$ cat src/hw/rtl/sps_pkg.sv
// ----------------------------------------------------------------------------
// sps_pkg
// Types, constants and functions of the two-round hash scrambler.
// ----------------------------------------------------------------------------
`default_nettype none

package sps_pkg;

  localparam int unsigned DATA_W = 18;

  // Width selector codes as they arrive on the input channel.
  localparam logic [1:0] OP_W14     = 2'd0;
  localparam logic [1:0] OP_W15     = 2'd1;
  localparam logic [1:0] OP_W18     = 2'd2;
  localparam logic [1:0] OP_W14_ALT = 2'd3;

  // Decoded network width.
  typedef enum logic [1:0] {
    WIDTH_14 = 2'd0,
    WIDTH_15 = 2'd1,
    WIDTH_18 = 2'd2
  } width_e;

  // Round select of the permutation layer.
  typedef enum logic {
    ROUND_A = 1'b0,
    ROUND_B = 1'b1
  } round_e;

  // Word carried between pipeline stages.
  typedef struct packed {
    width_e              width;
    logic [DATA_W-1:0]   data;
  } word_t;

  // Substitution boxes.
  localparam logic [2:0] SUB3 [8]  = '{3'd1, 3'd4, 3'd7, 3'd5, 3'd2, 3'd0, 3'd3, 3'd6};
  localparam logic [3:0] SUB4 [16] = '{4'd8, 4'd0, 4'd6, 4'd1, 4'd15, 4'd13, 4'd14, 4'd11,
                                       4'd2, 4'd12, 4'd3, 4'd7, 4'd5, 4'd4, 4'd9, 4'd10};

  // Permutations: output bit i takes substituted bit P[i].
  localparam logic [4:0] PERM14_A [14] = '{5'd2, 5'd9, 5'd10, 5'd3, 5'd6, 5'd11, 5'd0,
                                           5'd4, 5'd7, 5'd12, 5'd1, 5'd5, 5'd8, 5'd13};
  localparam logic [4:0] PERM14_B [14] = '{5'd6, 5'd10, 5'd0, 5'd3, 5'd7, 5'd11, 5'd1,
                                           5'd4, 5'd8, 5'd12, 5'd2, 5'd5, 5'd9, 5'd13};
  localparam logic [4:0] PERM15_A [15] = '{5'd5, 5'd10, 5'd11, 5'd2, 5'd6, 5'd7, 5'd12,
                                           5'd0, 5'd3, 5'd8, 5'd13, 5'd1, 5'd4, 5'd9,
                                           5'd14};
  localparam logic [4:0] PERM15_B [15] = '{5'd3, 5'd7, 5'd11, 5'd0, 5'd4, 5'd8, 5'd12,
                                           5'd1, 5'd5, 5'd9, 5'd13, 5'd2, 5'd6, 5'd10,
                                           5'd14};
  localparam logic [4:0] PERM18_A [18] = '{5'd6, 5'd13, 5'd14, 5'd0, 5'd5, 5'd7, 5'd10,
                                           5'd15, 5'd1, 5'd3, 5'd8, 5'd11, 5'd16, 5'd2,
                                           5'd4, 5'd9, 5'd12, 5'd17};
  localparam logic [4:0] PERM18_B [18] = '{5'd6, 5'd10, 5'd14, 5'd0, 5'd3, 5'd7, 5'd11,
                                           5'd15, 5'd1, 5'd4, 5'd8, 5'd12, 5'd16, 5'd2,
                                           5'd5, 5'd9, 5'd13, 5'd17};

  // Map the selector onto a network width; the spare code runs the 14-bit net.
  function automatic width_e decode_width(logic [1:0] op);
    width_e w;
    unique case (op)
      OP_W14, OP_W14_ALT: w = WIDTH_14;
      OP_W15:             w = WIDTH_15;
      OP_W18:             w = WIDTH_18;
      default:            w = WIDTH_14;
    endcase
    return w;
  endfunction

  // Substitution layer: 3-bit slices at the bottom, 4-bit slices above.
  // Bits above the width come out as zero.
  function automatic logic [DATA_W-1:0] substitute(logic [DATA_W-1:0] x, width_e w);
    logic [DATA_W-1:0] r;
    r = '0;
    case (w)
      WIDTH_15: begin
        r[2:0]   = SUB3[x[2:0]];
        r[6:3]   = SUB4[x[6:3]];
        r[10:7]  = SUB4[x[10:7]];
        r[14:11] = SUB4[x[14:11]];
      end
      WIDTH_18: begin
        r[2:0]   = SUB3[x[2:0]];
        r[5:3]   = SUB3[x[5:3]];
        r[9:6]   = SUB4[x[9:6]];
        r[13:10] = SUB4[x[13:10]];
        r[17:14] = SUB4[x[17:14]];
      end
      default: begin
        r[2:0]   = SUB3[x[2:0]];
        r[5:3]   = SUB3[x[5:3]];
        r[9:6]   = SUB4[x[9:6]];
        r[13:10] = SUB4[x[13:10]];
      end
    endcase
    return r;
  endfunction

  // Permutation layer for the given width and round; bits above the width stay zero.
  function automatic logic [DATA_W-1:0] permute(logic [DATA_W-1:0] x, width_e w,
                                                round_e rnd);
    logic [DATA_W-1:0] r;
    r = '0;
    case (w)
      WIDTH_15: begin
        for (int i = 0; i < 15; i++) begin
          r[i] = (rnd == ROUND_A) ? x[PERM15_A[i]] : x[PERM15_B[i]];
        end
      end
      WIDTH_18: begin
        for (int i = 0; i < 18; i++) begin
          r[i] = (rnd == ROUND_A) ? x[PERM18_A[i]] : x[PERM18_B[i]];
        end
      end
      default: begin
        for (int i = 0; i < 14; i++) begin
          r[i] = (rnd == ROUND_A) ? x[PERM14_A[i]] : x[PERM14_B[i]];
        end
      end
    endcase
    return r;
  endfunction

endpackage

`default_nettype wire

$ cat src/hw/rtl/sps_if.sv
// ----------------------------------------------------------------------------
// sps_in_if / sps_out_if
// Valid/ready channels of the hash scrambler.
// ----------------------------------------------------------------------------
`default_nettype none

interface sps_in_if;
  logic        valid;
  logic        ready;
  logic [1:0]  opcode;
  logic [17:0] data_in;

  modport source (output valid, output opcode, output data_in, input ready);
  modport sink   (input valid, input opcode, input data_in, output ready);
endinterface

interface sps_out_if;
  logic        valid;
  logic        ready;
  logic [17:0] data_out;

  modport source (output valid, output data_out, input ready);
  modport sink   (input valid, input data_out, output ready);
endinterface

`default_nettype wire

$ cat src/hw/rtl/sbox_permutation_hash_scrambler.sv
// ----------------------------------------------------------------------------
// sbox_permutation_hash_scrambler
// Two-round substitution-permutation scrambler for 14, 15 or 18-bit hashes.
// ----------------------------------------------------------------------------
// Usage:
//   in_i carries one word per handshake: opcode selects the network width
//   (0 = 14, 1 = 15, 2 = 18 bits, 3 = 14 bits) and data_in the hash; bits
//   above the width are ignored. out_o returns data_out, the scrambled hash,
//   with zeros above the width. Words leave in the order they arrive.
//   The block is a four-stage pipeline: substitution, round-one permutation,
//   substitution, round-two permutation, each closed by a register; out_o
//   is driven by the last register. Throughput is one word per cycle while
//   out_o.ready is high, set by the per-stage valid registers and a
//   combinational ready path: a full stage takes a word as its own moves on.
//   When the receiver drops out_o.ready, the stages hold their words and
//   ready falls back stage by stage, so in_i.ready stays high until the
//   pipeline is full; nothing is dropped or repeated.
//   Reset clears all stage valid bits; the block then accepts at once.
// ----------------------------------------------------------------------------
`default_nettype none

module sbox_permutation_hash_scrambler (
  input  wire logic clk_i,
  input  wire logic rst_ni,
  sps_in_if.sink    in_i,
  sps_out_if.source out_o
);
  import sps_pkg::*;

  localparam int unsigned Stages = 4;

  logic  valid [Stages+1];
  logic  ready [Stages+1];
  word_t word  [Stages+1];

  // Decode the selector at the entry of the pipeline.
  assign valid[0]      = in_i.valid;
  assign in_i.ready    = ready[0];
  assign word[0].width = decode_width(in_i.opcode);
  assign word[0].data  = in_i.data_in;

  // Round one.
  sps_sub_stage u_sub_a (
    .clk_i   (clk_i),
    .rst_ni  (rst_ni),
    .valid_i (valid[0]),
    .ready_o (ready[0]),
    .word_i  (word[0]),
    .valid_o (valid[1]),
    .ready_i (ready[1]),
    .word_o  (word[1])
  );

  sps_perm_stage u_perm_a (
    .clk_i   (clk_i),
    .rst_ni  (rst_ni),
    .round_i (ROUND_A),
    .valid_i (valid[1]),
    .ready_o (ready[1]),
    .word_i  (word[1]),
    .valid_o (valid[2]),
    .ready_i (ready[2]),
    .word_o  (word[2])
  );

  // Round two.
  sps_sub_stage u_sub_b (
    .clk_i   (clk_i),
    .rst_ni  (rst_ni),
    .valid_i (valid[2]),
    .ready_o (ready[2]),
    .word_i  (word[2]),
    .valid_o (valid[3]),
    .ready_i (ready[3]),
    .word_o  (word[3])
  );

  sps_perm_stage u_perm_b (
    .clk_i   (clk_i),
    .rst_ni  (rst_ni),
    .round_i (ROUND_B),
    .valid_i (valid[3]),
    .ready_o (ready[3]),
    .word_i  (word[3]),
    .valid_o (valid[4]),
    .ready_i (ready[4]),
    .word_o  (word[4])
  );

  // Output channel.
  assign out_o.valid    = valid[Stages];
  assign ready[Stages]  = out_o.ready;
  assign out_o.data_out = word[Stages].data;

endmodule

`default_nettype wire

$ cat src/hw/rtl/sps_sub_stage.sv
// ----------------------------------------------------------------------------
// sps_sub_stage
// Pipeline stage that runs the substitution layer and registers the word.
// ----------------------------------------------------------------------------
`default_nettype none

module sps_sub_stage (
  input  wire logic          clk_i,
  input  wire logic          rst_ni,
  input  wire logic          valid_i,
  output logic               ready_o,
  input  wire sps_pkg::word_t word_i,
  output logic               valid_o,
  input  wire logic          ready_i,
  output sps_pkg::word_t     word_o
);
  import sps_pkg::*;

  logic  valid_q, valid_d;
  word_t word_q,  word_d;

  // The stage takes a new word when it is empty or its word moves on.
  assign ready_o = !valid_q || ready_i;
  assign valid_d = ready_o ? valid_i : valid_q;

  always_comb begin
    word_d       = word_i;
    word_d.data  = substitute(word_i.data, word_i.width);
  end

  always_ff @(posedge clk_i or negedge rst_ni) begin
    if (!rst_ni) begin
      valid_q <= 1'b0;
    end else begin
      valid_q <= valid_d;
    end
  end

  // Payload loads only when a word is taken in.
  always_ff @(posedge clk_i) begin
    if (valid_i && ready_o) begin
      word_q <= word_d;
    end
  end

  assign valid_o = valid_q;
  assign word_o  = word_q;

endmodule

`default_nettype wire

$ cat src/hw/rtl/sps_perm_stage.sv
// ----------------------------------------------------------------------------
// sps_perm_stage
// Pipeline stage that runs the bit permutation of one round and registers it.
// ----------------------------------------------------------------------------
`default_nettype none

module sps_perm_stage (
  input  wire logic           clk_i,
  input  wire logic           rst_ni,
  input  wire sps_pkg::round_e round_i,
  input  wire logic           valid_i,
  output logic                ready_o,
  input  wire sps_pkg::word_t  word_i,
  output logic                valid_o,
  input  wire logic           ready_i,
  output sps_pkg::word_t      word_o
);
  import sps_pkg::*;

  logic  valid_q, valid_d;
  word_t word_q,  word_d;

  // The stage takes a new word when it is empty or its word moves on.
  assign ready_o = !valid_q || ready_i;
  assign valid_d = ready_o ? valid_i : valid_q;

  always_comb begin
    word_d      = word_i;
    word_d.data = permute(word_i.data, word_i.width, round_i);
  end

  always_ff @(posedge clk_i or negedge rst_ni) begin
    if (!rst_ni) begin
      valid_q <= 1'b0;
    end else begin
      valid_q <= valid_d;
    end
  end

  // Payload loads only when a word is taken in.
  always_ff @(posedge clk_i) begin
    if (valid_i && ready_o) begin
      word_q <= word_d;
    end
  end

  assign valid_o = valid_q;
  assign word_o  = word_q;

endmodule

`default_nettype wire

$ cat src/flat_wrapper.sv
// flat-port wrapper written by rule: the top's interface ports become plain ports
module sbox_permutation_hash_scrambler_flat import sps_pkg::*;
  (clk_i, rst_ni, in_i_valid, in_i_opcode, in_i_data_in, in_i_ready, out_o_valid, out_o_data_out, out_o_ready);
  sps_in_if in_i_i ();
  sps_out_if out_o_i ();
  input  wire logic clk_i;
  input  wire logic rst_ni;
  input wire logic [$bits(in_i_i.valid)-1:0] in_i_valid;
  input wire logic [$bits(in_i_i.opcode)-1:0] in_i_opcode;
  input wire logic [$bits(in_i_i.data_in)-1:0] in_i_data_in;
  output wire logic [$bits(in_i_i.ready)-1:0] in_i_ready;
  output wire logic [$bits(out_o_i.valid)-1:0] out_o_valid;
  output wire logic [$bits(out_o_i.data_out)-1:0] out_o_data_out;
  input wire logic [$bits(out_o_i.ready)-1:0] out_o_ready;
  assign in_i_i.valid = in_i_valid;
  assign in_i_i.opcode = in_i_opcode;
  assign in_i_i.data_in = in_i_data_in;
  assign in_i_ready = in_i_i.ready;
  assign out_o_valid = out_o_i.valid;
  assign out_o_data_out = out_o_i.data_out;
  assign out_o_i.ready = out_o_ready;
  sbox_permutation_hash_scrambler u_core (.clk_i(clk_i), .rst_ni(rst_ni), .in_i(in_i_i), .out_o(out_o_i));
endmodule
$ cat config.mk
export PLATFORM = sky130hd
export DESIGN_NAME = sbox_permutation_hash_scrambler_flat
export DESIGN_NICKNAME = d
export VERILOG_FILES = /design/src/hw/rtl/sps_pkg.sv /design/src/hw/rtl/sps_if.sv /design/src/hw/rtl/sbox_permutation_hash_scrambler.sv /design/src/hw/rtl/sps_sub_stage.sv /design/src/hw/rtl/sps_perm_stage.sv /design/src/flat_wrapper.sv
export SDC_FILE = /design/constraint.sdc
export NUM_CORES = 1
export LEC_CHECK = 0
export ABC_AREA = 0
export BUFFER_PORTS_ARGS = -buffer_cell sky130_fd_sc_hd__buf_2
export CAP_MARGIN = 15
export CELL_PAD_IN_SITES_DETAIL_PLACEMENT = 1
export CELL_PAD_IN_SITES_GLOBAL_PLACEMENT = 2
export CORE_ASPECT_RATIO = 1.75
export CORE_UTILIZATION = 38
export CTS_CLUSTER_DIAMETER = 30
export DETAILED_ROUTE_END_ITERATION = 12
export HOLD_SLACK_MARGIN = 0.15
export PLACE_DENSITY = 0.77
export SLEW_MARGIN = 10
export SYNTH_ARGS = -nofsm -noshare
export SYNTH_HDL_FRONTEND = slang
export SYNTH_SLANG_ARGS = --single-unit
$ cat constraint.sdc
create_clock -name clk_i -period 2.47 [get_ports clk_i]
set_input_delay 0.247 -clock clk_i [delete_from_list [all_inputs] [get_ports clk_i]]
set_output_delay 0.247 -clock clk_i [all_outputs]
set_load 0.005 [all_outputs]
# After elaboration in Yosys (flattened, before gate mapping)
# Memories as Yosys holds them, arrays and structs flattened.
# Index checks and enable logic that the tools add are counted.
[word_totals]
register_bits = 82
rom_bits = 864
in_bits = 24
output_inout_bits = 20
word_cells = 129
memories = 16
[op_classes]
order_cmp = 16
eq_ne = 11
n_mux = 41
bitwise_logic = 16
reduce_logical = 14
[memory_table]
columns = ["memory", "words", "width", "read_ports", "rd_ports_with_merged_regs", "wr", "line", "text"]
rows = [
  ["(name not given)", 16, 4, 1, 0, 0, "sps_pkg.sv:80", "r[10:7] = SUB4[x[10:7]];"],
  ["(name not given)", 16, 4, 1, 0, 0, "sps_pkg.sv:93", "r[9:6] = SUB4[x[9:6]];"],
  ["(name not given)", 16, 4, 1, 0, 0, "sps_pkg.sv:81", "r[14:11] = SUB4[x[14:11]];"],
  ["(name not given)", 16, 4, 1, 0, 0, "sps_pkg.sv:80", ""],
  ["(name not given)", 16, 4, 1, 0, 0, "sps_pkg.sv:79", "r[6:3] = SUB4[x[6:3]];"],
  ["(name not given)", 16, 4, 1, 0, 0, "sps_pkg.sv:81", ""],
  ["10 more memories", "--", "--", "--", "--", "--", "--", ""],
]
[op_table]
columns = ["operator", "count"]
rows = [
  ["4-bit two-way mux", 24],
  ["5-bit >= comparator, second input constant", 12],
  ["4-bit NOT with 5-bit output", 12],
  ["14-bit one-hot mux with 2 select lines", 2],
  ["14-bit two-way mux", 2],
  ["3-bit two-way mux", 8],
  ["4-bit >= comparator, second input constant", 4],
  ["3-bit NOT with 4-bit output", 4],
  ["2-bit == test, second input constant", 6],
  ["2-bit by 1-bit == test with 1-bit output, second input constant", 5],
  ["1-bit one-hot mux with 2 select lines", 4],
  ["2-bit one-hot mux with 3 select lines", 1],
  ["1-bit logical AND", 4],
  ["1-bit logical NOT", 4],
  ["1-bit logical OR", 4],
  ["2-bit logical NOT", 1],
  ["2-bit OR reduction", 1],
]

# Logic depth before layout (Yosys ltp)
# Gate-level depths: netlist of the first run.
[depth]
ltp_word = 6
depth_mapped = 7
mapped_depth_nobuf = 6

# Cells and area by module
# From an unflattened synthesis of the first run, not the netlist that was laid out.
[unflattened]
cells_unflattened = 523
area_unflattened_um2 = 5337.6
[modules_own_cells]
columns = ["module", "instances", "cells_per_inst", "area_each_um2", "seq_area_each_um2"]
rows = [
  ["sps_perm_stage", 2, 102, 1196.1, 625.6],
  ["sps_sub_stage at u_core.u_sub_b", 1, 158, 1478.9, 625.6],
  ["sps_sub_stage at u_core.u_sub_a", 1, 157, 1443.9, 625.6],
  ["sbox_permutation_hash_scrambler", 1, 4, 22.5, 0.0],
]

# Least setup slack after synthesis of the first run
# OpenSTA, ideal clock, no wires.
[synth_path]
path_type = "register to register"
startpoint = "register u_core.u_perm_b.valid_q, in the netlist u_core.u_perm_b.valid_o"
endpoint = "register u_core.u_perm_b.word_q (netlist bit u_core.u_perm_b.word_o[0]) (enable)"
setup_time_ns = 0.395
t_arrival_ns = 1.380
slack_ns = 0.695
stages_incl_launch_ff = 3
n_path_buf = 0
path_cell_list = "dfrtp_1 -> nor2b_1 -> nor2b_1"
[synth_between]
elab_chain_len = 3
[synth_rtl]
columns = ["element", "line", "text"]
rows = [
  ["start, declared", "sps_perm_stage.sv:20", "logic valid_q, valid_d;"],
  ["start signal, assigned", "sps_perm_stage.sv:36", "valid_q <= valid_d;"],
  ["1-bit logical NOT", "sps_perm_stage.sv:24", "assign ready_o = !valid_q || ready_i;"],
  ["1-bit logical OR", "sps_perm_stage.sv:24", ""],
  ["1-bit logical AND", "sps_perm_stage.sv:42", "if (valid_i && ready_o) begin"],
  ["end signal, assigned", "sps_perm_stage.sv:43", "word_q <= word_d;"],
  ["end, declared", "sps_perm_stage.sv:21", "word_t word_q, word_d;"],
]
# No other way between the ends.
# A chain may end at the register's enable or synchronous reset.

==> results of run 1 <==
-- cells in the final DEF (no fill, tap or decap), drive strengths merged, types with 2 or more instances in the layout --
master / count
a21oi: 21
nor2b: 16
clkinvlp: 3
o221ai: 4
a221o: 2
nand4: 3
nor3: 2
mux2i: 2
o211ai: 6
nor2: 34
a22o: 4
buf: 50
o31a: 2
dfrtp: 4
a211oi: 4
o22ai: 9
o21ai: 50
a311oi: 4
clkinv: 4
nand2: 53
inv: 27
dlygate4sd3: 2
nand3: 7
ha: 8
o311ai: 2
and2: 11
or2: 2
o32ai: 2
a31oi: 12
edfxtp: 78
a22oi: 27
clkbuf: 9
nor3b: 2
nand2b: 15
a21boi: 2
maj3: 2
-- per-layer routing --
| layer | global-route usage | wire length (µm) |
|---|---|---|
| met1 | 0.1559 | 3637 |
| met2 | 0.3884 | 6651 |
| met3 | 0.03108 | 208 |
| met4 | 0.07667 | 274 |
| met5 | 0 | 0 |
-- critical path: cells and delay by family, from the launching register on --
| kind | cells | cell delay (ns) |
|---|---|---|
| simple gates | 1 | 0.07 |
| flops | 1 | 0.41 |
| buf+inv | 2 | 0.37 |
| compound gates | 2 | 0.57 |
| fa+ha+maj | 1 | 0.18 |
-- registers in the layout, indices dropped and copies added, names as in the netlist --
register / flops
u_core.u_perm_a.valid_o: 1
u_core.u_perm_a.word_o: 20
u_core.u_perm_b.valid_o: 1
u_core.u_perm_b.word_o: 18
u_core.u_sub_a.valid_o: 1
u_core.u_sub_a.word_o: 20
u_core.u_sub_b.valid_o: 1
u_core.u_sub_b.word_o: 20
-- power by group --
part | leakage (nW) | switching [mW] | internal, mW
Clock | 0.127 | 0.521 | 0.675
Combinational | 1.00 | 0.456 | 0.330
Sequential | 0.814 | 0.194 | 1.82
-- area by class of cell --
| type | instances | area (µm²) |
|---|---|---|
| Clock inverter | 7 | 46.29 |
| Sequential cell | 82 | 2442 |
| Clock buffer | 9 | 225.2 |
| Timing Repair Buffer | 52 | 287.8 |
| Tap cell | 165 | 206.4 |
| Fill cell | 1378 | 6736 |
| Inverter | 27 | 101.3 |
| Multi-Input combinational cell | 327 | 1957 |
-- timing repair --
action                    CTS  global route
hold buffers                2             0
resized for setup           0             0
buffers inserted            0             0
hold endpoints to repair    5             0
-- final timing paths --
path / endpoint / slack, ns / depth (start not counted)
setup reg to reg: u_core.u_sub_b.word_o[13] / 0.60 / 6
hold / removal: u_core.u_perm_b.valid_o / 0.24 / 2
max in group asynchronous: u_core.u_sub_a.valid_o / 2.11 / 2
setup / recovery: u_core.u_sub_b.word_o[13] / 0.60 / 6
min in group clk_i: u_core.u_sub_a.word_o[2] / 0.25 / 3
hold reg to reg: u_core.u_perm_a.valid_o / 0.48 / 1
-- cell families after synthesis --
family                     count (synthesis)
muxes                                      3
AOI/OAI and AO/OA                        164
buffers and inverters                     63
adders and majority gates                 10
DFF                                       82
and+or+nand+nor                          150
-- through the flow --
stage / util / hold WS (ns)
2_1_floorplan: - / -0.04859
3_3_place_gp: 0.4145 / 0.05505
5_1_grt: 0.4388 / 0.2562
6_report: 0.4388 / 0.2418
3_5_place_dp: 0.4145 / 0.05751
4_1_cts: 0.4388 / 0.2341
==> flow_metrics.tcl, run 1 <==
set metrics [dict create \
    slowest_stage "edfxtp_1" \
    cts_sinks 82 \
    hp-class "primary input to asynchronous set/reset pin" \
    cts_tree "built" \
    placed_area_um2 4975 \
    synthAdderAreaFrac 0.02599 \
    power_mw 3.998 \
    syn_area_per_cell_um2 9.893 \
    core_um2 12000 \
    reg2reg_from "u_core.u_perm_a.word_o[19]" \
    finalCriticalPeriod_ns 1.870 \
    synth_edf_count 78 \
    drive_above_1_share 0.1528 \
    grt_max_degree 30 \
    drc 0 \
    cp_cell_sequence "inv_1 -> ha_1 -> buf_4 -> nor2_1 -> a221o_1 -> a221o_1" \
    clk_pin_slew_ns 0.06 \
    grt_first_pass_wirelength_um 17930 \
    ir_drop_mv 0.2924 \
    critical_path_class "register to register" \
    synthFlopType "edfxtp_1" \
    synthCells 472 \
    dieArea_um2 12750 \
    gp_congestion 0.9341 \
    fin_setup_tns_ns 0 \
    grt-ovfl-total 0 \
    finalMaxSlewViolations 0 \
    startpoint "u_core.u_perm_a.word_o[19]" \
    synthMuxAreaShare 0.006699 \
    synth_nets 504 \
    yosys-top-cells-count "edfxtp_1 (78), nand2_1 (53), o21ai_0 (49)" \
    synthTopCellsByArea "edfxtp_1 (50%), o21ai_0 (5.3%), a22oi_1 (4.3%), nand2_1 (4.3%), nor2_1 (2.7%)" \
    netlist_area_um2 4669 \
    synth_top_family_by_area "compound AO/OA/AOI/OAI gates" \
    yosys_warnings 0 \
    cpPeakStageDelay_ns 0.41 \
    insertedDiodeCount 0 \
    synth_compound_area_frac 0.2312 \
    synth-simple-area-share 0.1551 \
    first_global_vias 3739 \
    period_share 0.7570 \
    synth.top_cell.area_share 0.5016 \
    die_w_um 85.80 \
    portBuffers 43 \
    fin_skew_ns 0.004328 \
    clk-insertion-delay-late_ns 0.34 \
    final_cells 669 \
    rsz0062_at_grt "false" \
    globalRouteTotalUtil 0.1821 \
    finalHoldViolations 0 \
    pin_count 44 \
    setup_viol 0 \
    status "completed" \
    htreeDepth 3 \
    viasPerCell 5.475 \
    async_flop_share 0.04878 \
    clock_path_buffers 2 \
    crit_required_ns 2.55 \
    hpwlAfterDp_um 8484 \
    drt_first_pass_iters 4 \
    postRouteAntennaNets 0 \
    cts-buffers-inserted 9 \
    slew_headroom 0.4160 \
    initial_core_util 0.3890 \
    finalWorstSetupSlack_ns 0.6003 \
    drv_cap 0 \
    end_kind "register" \
    yosysMostFrequentCell "edfxtp_1" \
    cts_root_buffer "clkbuf_16" \
    rows 53 \
    max_freq_mhz 534.9 \
    synth_xor_area_frac 0 \
    area_delta_synth_final_pct 12.78 \
    drt-total-wl_um 10770 \
    drtIter0Drc 128 \
    powerDensity_nw_per_um2 759.3 \
    tightest_slew_ns 0.8760 \
    ys_ff_latch 82 \
    vias 3663 \
    placed_cells 651 \
    leakage_nw 1.944 \
    synth_area_leader_cell "edfxtp_1" \
    design_area_um2 5266 \
    antenna_found_initial 0 \
    routedWlPerCell_um 16.10 \
    die_h_um 148.6 \
    synth_cell_types 60 \
    nNetsFinal 531 \
    dp_slack_ns 0.6020 \
    cpMostUsedCell "a221o_1" \
    critical_path.max_fanout 29 \
    arrival_ns 1.95 \
    ys_seq_area_frac 0.5230 \
    worst_setup_path_start_kind "register" \
]
No activity file was read; power rests on OpenSTA's default activity.
==> run 2: changes to the inputs <==
- ABC_AREA: 0 -> 1
- CORE_UTILIZATION: 38 -> 32
- PLACE_DENSITY: 0.77 -> 0.73
- clock period: 2.47 -> 1.7 ns (I/O delays scaled with it)
==> flow_metrics.tcl, run 2 <==
set metrics [dict create \
    critical_path_class "register to output port" \
    rsz0062_at_grt "false" \
    end_kind "output port" \
    antenna_found_initial 0 \
    slew_headroom 0.6431 \
    dieArea_um2 15190 \
    drv_cap 0 \
    clk-insertion-delay-late_ns 0.34 \
    postRouteAntennaNets 0 \
    cts_root_buffer "clkbuf_16" \
    htreeDepth 3 \
    num-fill-cells 1754 \
    gp_congestion 0.8896 \
    portBuffers 43 \
    nNetsFinal 665 \
    slowest_stage "dfrtp_1" \
    synthFlopType "edfxtp_1" \
    max_freq_mhz 650.5 \
    drtIter0Drc 93 \
    cpMostUsedCell "inv_1" \
    hpwlAfterDp_um 10240 \
    ys_ff_latch 82 \
    synth_edf_count 78 \
    cts_sinks 82 \
    synthCells 572 \
    vias 4065 \
    fin_hold_ws_ns 0.1762 \
    synth_nets 604 \
    finalCriticalPeriod_ns 1.537 \
    grt_max_degree 21 \
    core_um2 14370 \
    fin_skew_ns 0.007394 \
    area_delta_synth_final_pct 18.14 \
    insertedDiodeCount 0 \
    synth.top_cell.area_share 0.4985 \
    setup_viol 0 \
    syn_area_per_cell_um2 8.214 \
    worst_setup_path_start_kind "register" \
    yosysMostFrequentCell "nand2_1" \
    dp_slack_ns -0.07389 \
    die_h_um 162.3 \
    synth_area_leader_cell "edfxtp_1" \
    grt_first_pass_wirelength_um 20310 \
    finalHoldViolations 0 \
    ir_drop_mv 0.4224 \
    ys_seq_area_frac 0.5198 \
    clk_pin_slew_ns 0.06 \
    drt_first_pass_iters 4 \
    multi_input_area_um2 1829 \
    synthTopCellsByArea "edfxtp_1 (50%), nand2_1 (13%), inv_1 (6.0%), nand3_1 (4.4%), a21oi_1 (4.2%)" \
    cts_tree "built" \
    fin_setup_tns_ns 0 \
    drc 0 \
    tightest_slew_ns 0.5341 \
    globalRouteTotalUtil 0.1763 \
    drive_above_1_share 0.1599 \
    viasPerCell 4.969 \
    die_w_um 93.60 \
    arrival_ns 1.37 \
    routedWlPerCell_um 15.01 \
    clock_path_buffers 2 \
    cpPeakStageDelay_ns 0.34 \
    yosys-top-cells-count "nand2_1 (167), edfxtp_1 (78), inv_1 (75)" \
    drt-total-wl_um 12280 \
    pin_count 44 \
    rows 58 \
    async_flop_share 0.04878 \
    leakage_nw 2.506 \
    critical_path.max_fanout 2 \
    initial_core_util 0.3270 \
    status "completed" \
    period_share 0.9043 \
    grt-ovfl-total 0 \
    first_global_vias 4331 \
    netlist_area_um2 4698 \
    most-common-layout-cells "nand2_1 (167), edfxtp_1 (78), inv_1 (75), buf_2 (43), nand3_1 (41)" \
    seqCellArea_um2 2442 \
    mostFrequentLayoutCell "nand2_1" \
    finalWorstSetupSlack_ns 0.1626 \
    finalMaxSlewViolations 0 \
    synth_cell_types 26 \
    powerDensity_nw_per_um2 1206 \
    yosys_warnings 0 \
    crit_required_ns 1.53 \
    cts-buffers-inserted 9 \
    cp_cell_sequence "inv_1 -> nor2_1 -> nand3_1 -> nor2_2 -> inv_1 -> buf_2" \
    hp-class "primary input to asynchronous set/reset pin" \
]
-- run 2: cell types whose count changed in the layout (fill, tap and decap cells not counted), moves of 15 or more --
cell | previous run | this run
a21oi_1 | 20 | 39
a22oi_1 | 27 | 7
inv_1 | 25 | 75
nand2_1 | 53 | 167
nand2b_1 | 15 | 0
nand3_1 | 7 | 41
nor2b_1 | 16 | 0
o21ai_1 | 1 | 16
-- run 2: what timing repair did --
item | CTS | global route
setup endpoints to repair | 20 | 1
endpoints found under the hold margin | 7 | 0
buffers inserted | 0 | 0
resized for setup | 1 | 1
hold buffers | 4 | 0
gates cloned | 0 | 0
-- run 2: routing by layer --
layer,share of wire,global-route usage,up-vias
met5,0,0,-
met3,0.015,0.02247,24
met2,0.63,0.3830,56
met1,0.30,0.1346,1941
met4,0.050,0.1070,0
li1,-,-,2044
-- run 2: final cells by class --
type	instances	share of cell area
Sequential cell	82	0.4400
Multi-Input combinational cell	382	0.3296
Timing Repair Buffer	68	0.07439
Clock inverter	7	0.01398
Inverter	90	0.06087
Tap cell	180	0.04058
Clock buffer	9	0.04058
-- run 2: critical path: cells and delay by family, from the launching register on --
family	cells	cell delay [ns]
simple gates	3	0.44
flops	1	0.34
buf+inv	3	0.26
-- run 2: kinds of logic after synthesis --
logic type                 synth area share
adders and majority gates           0.02131
buffers and inverters               0.09294
AOI/OAI and AO/OA                    0.1566
DFF                                  0.5198
and+or+nand+nor                      0.2093
-- run 2: final timing paths --
kind	from	cells after the start	end	slack [ns]
worst max-delay path	u_core.u_perm_b.valid_o	6	in_i_ready	0.16
worst min-delay path	rst_ni	2	u_core.u_perm_b.valid_o	0.18
worst max register to register	u_core.u_sub_b.word_o[18]	6	u_core.u_perm_b.word_o[13]	0.17
worst min register to register	u_core.u_sub_a.word_o[18]	0	u_core.u_perm_a.word_o[18]	0.49
max in group asynchronous	rst_ni	2	u_core.u_perm_a.valid_o	1.40
min in group clk_i	in_i_data_in[1]	3	u_core.u_sub_a.word_o[0]	0.21
-- run 2: stage by stage --
stage | instances | utilization | total power [mW] | instance area [µm²]
floorplan | 572 | - | 4.097 | 4701
finish | 818 | 0.3863 | 6.692 | 5550
global placement | 798 | 0.3619 | 4.733 | 5200
global route | 818 | 0.3863 | 7.110 | 5550
detailed placement | 798 | 0.3619 | 4.799 | 5200
CTS | 818 | 0.3861 | 6.778 | 5548
-- run 2: power breakdown --
part	total [mW]	internal [mW]	switching, mW
clock network	1.95	1.15	0.802
logic	1.72	0.621	1.10
registers	3.02	2.79	0.234
total	6.69	4.56	2.14
==> run 3: changes to the inputs <==
- CORE_MARGIN: unset -> 8
==> flow_metrics.tcl, run 3 (synthesized netlist as in run 2, its figures left out) <==
set metrics [dict create \
    dieArea_um2 18970 \
    clock_path_buffers 2 \
    initial_core_util 0.3270 \
    finalWorstSetupSlack_ns 0.05775 \
    finalHoldViolations 0 \
    status "completed" \
    worst_setup_path_start_kind "register" \
    area_delta_synth_final_pct 17.28 \
    rows 58 \
    nNetsFinal 661 \
    first_global_vias 4610 \
    drc 0 \
    mostFrequentLayoutCell "nand2_1" \
    core_um2 14370 \
    cts_tree "built" \
    crit_family "flip-flops" \
    hp-class "primary input to asynchronous set/reset pin" \
    num-fill-cells 1768 \
    cts_root_buffer "clkbuf_16" \
    drive_above_1_share 0.1577 \
    crit_required_ns 1.83 \
    powerDensity_nw_per_um2 1203 \
    finalCriticalPeriod_ns 1.642 \
    hpwlAfterDp_um 10550 \
    cpMostUsedCell "inv_1" \
    viasPerCell 5.066 \
    drtIter0Drc 108 \
    most-common-layout-cells "nand2_1 (167), edfxtp_1 (78), inv_1 (75), buf_2 (43), nand3_1 (41)" \
    dp_slack_ns -0.08234 \
    die_w_um 107.6 \
    finalMaxSlewViolations 0 \
    die_h_um 176.3 \
    multi_input_area_um2 1837 \
    htreeDepth 3 \
    cp_cell_sequence "inv_1 -> ha_2 -> inv_1 -> o22ai_1 -> nand2_1 -> o21ai_0" \
    globalRouteTotalUtil 0.1412 \
    cts-buffers-inserted 9 \
    arrival_ns 1.77 \
    grt_max_degree 21 \
    cts_sinks 82 \
    clk-insertion-delay-late_ns 0.33 \
    slowest_stage "edfxtp_1" \
    postRouteAntennaNets 0 \
    cp_num_buf_inv 2 \
    drt_first_pass_iters 4 \
    insertedDiodeCount 0 \
    slew_headroom 0.6426 \
    grt_first_pass_wirelength_um 21210 \
    grt-ovfl-total 0 \
    fin_skew_ns 0.004793 \
    rsz0062_at_grt "true" \
    end_kind "register" \
    pin_count 44 \
    cts_setup_buffers 0 \
    routedWlPerCell_um 15.52 \
    leakage_nw 2.471 \
    period_share 0.9660 \
    ir_drop_mv 0.5433 \
    critical_path_class "register to register" \
    portBuffers 43 \
    setup_viol 0 \
    cpPeakStageDelay_ns 0.41 \
    startpoint "u_core.u_sub_a.word_o[18]" \
    gp_congestion 0.8888 \
    antenna_found_initial 0 \
    drv_cap 0 \
    tightest_slew_ns 0.5348 \
    fin_setup_tns_ns 0 \
    max_freq_mhz 608.9 \
    critical_path.max_fanout 11 \
    clk_pin_slew_ns 0.06 \
    vias 4124 \
    reg2reg_from "u_core.u_sub_a.word_o[18]" \
    drt-total-wl_um 12630 \
    seqCellArea_um2 2442 \
]
## run 3: cell count changes in the layout (fill, tap and decap cells not counted), moves of 2 or more
cell | before | now
buf_4 | 21 | 18
clkbuf_1 | 0 | 2
clkinv_4 | 2 | 0
ha_1 | 8 | 5
ha_2 | 0 | 3
inv_6 | 2 | 0
## run 3: metal layers
metal / share of wire / GRT usage / vias up
met5: 0 / 0 / -
li1: - / - / 2038
met1: 0.30 / 0.1052 / 1983
met4: 0.056 / 0.09540 / 0
met2: 0.62 / 0.3015 / 71
met3: 0.023 / 0.01935 / 32
## run 3: worst register-to-register path, stage by stage, from the launching register on
cell and delay, ns:
edfxtp_1 0.41, inv_1 0.09, ha_2 0.32, inv_1 0.19
o22ai_1 0.21, nand2_1 0.08, o21ai_0 0.14
## run 3: cell type report
cell class	instances	area share
flip-flops and latches	82	0.4432
multi-input cells	382	0.3333
repair buffers	64	0.06903
inverters	90	0.06131
clock buffers	11	0.04223
well taps	180	0.04087
clock inverters	5	0.009991
## run 3: worst paths after layout
check | end | slack [ns] | cells past startpoint
worst min-delay path | u_core.u_perm_b.valid_o | 0.17 | 2
max in group asynchronous | u_core.u_sub_b.valid_o | 1.42 | 2
worst max-delay path | u_core.u_perm_a.word_o[9] | 0.06 | 6
worst min register to register | u_core.u_perm_a.word_o[18] | 0.50 | 0
worst max register to register | u_core.u_perm_a.word_o[9] | 0.06 | 6
min in group clk_i | u_core.u_sub_a.word_o[2] | 0.20 | 2
## run 3: power breakdown
group          internal (mW)  total (mW)  switching, mW
logic                  0.622        1.74           1.12
registers               2.79        3.01          0.222
clock network           1.13        1.88          0.746
## run 3: repair_timing
action,CTS,global route
hold buffers,3,0
gates resized for setup,2,3
cloned,0,0
endpoints found under the hold margin,6,0
setup endpoints to repair,25,8
## run 3: metrics by stage
step | cell area [µm²] | cells | power (mW) | utilization | hold WS, ns
after floorplan | 4701 | 572 | 4.097 | - | -0.1256
after global placement | 5177 | 795 | 4.740 | 0.3603 | -0.02264
after detailed placement | 5177 | 795 | 4.812 | 0.3603 | -0.02355
after CTS | 5503 | 814 | 6.711 | 0.3830 | 0.1668
after global routing | 5510 | 814 | 7.046 | 0.3835 | 0.1738
final | 5510 | 814 | 6.631 | 0.3835 | 0.1712
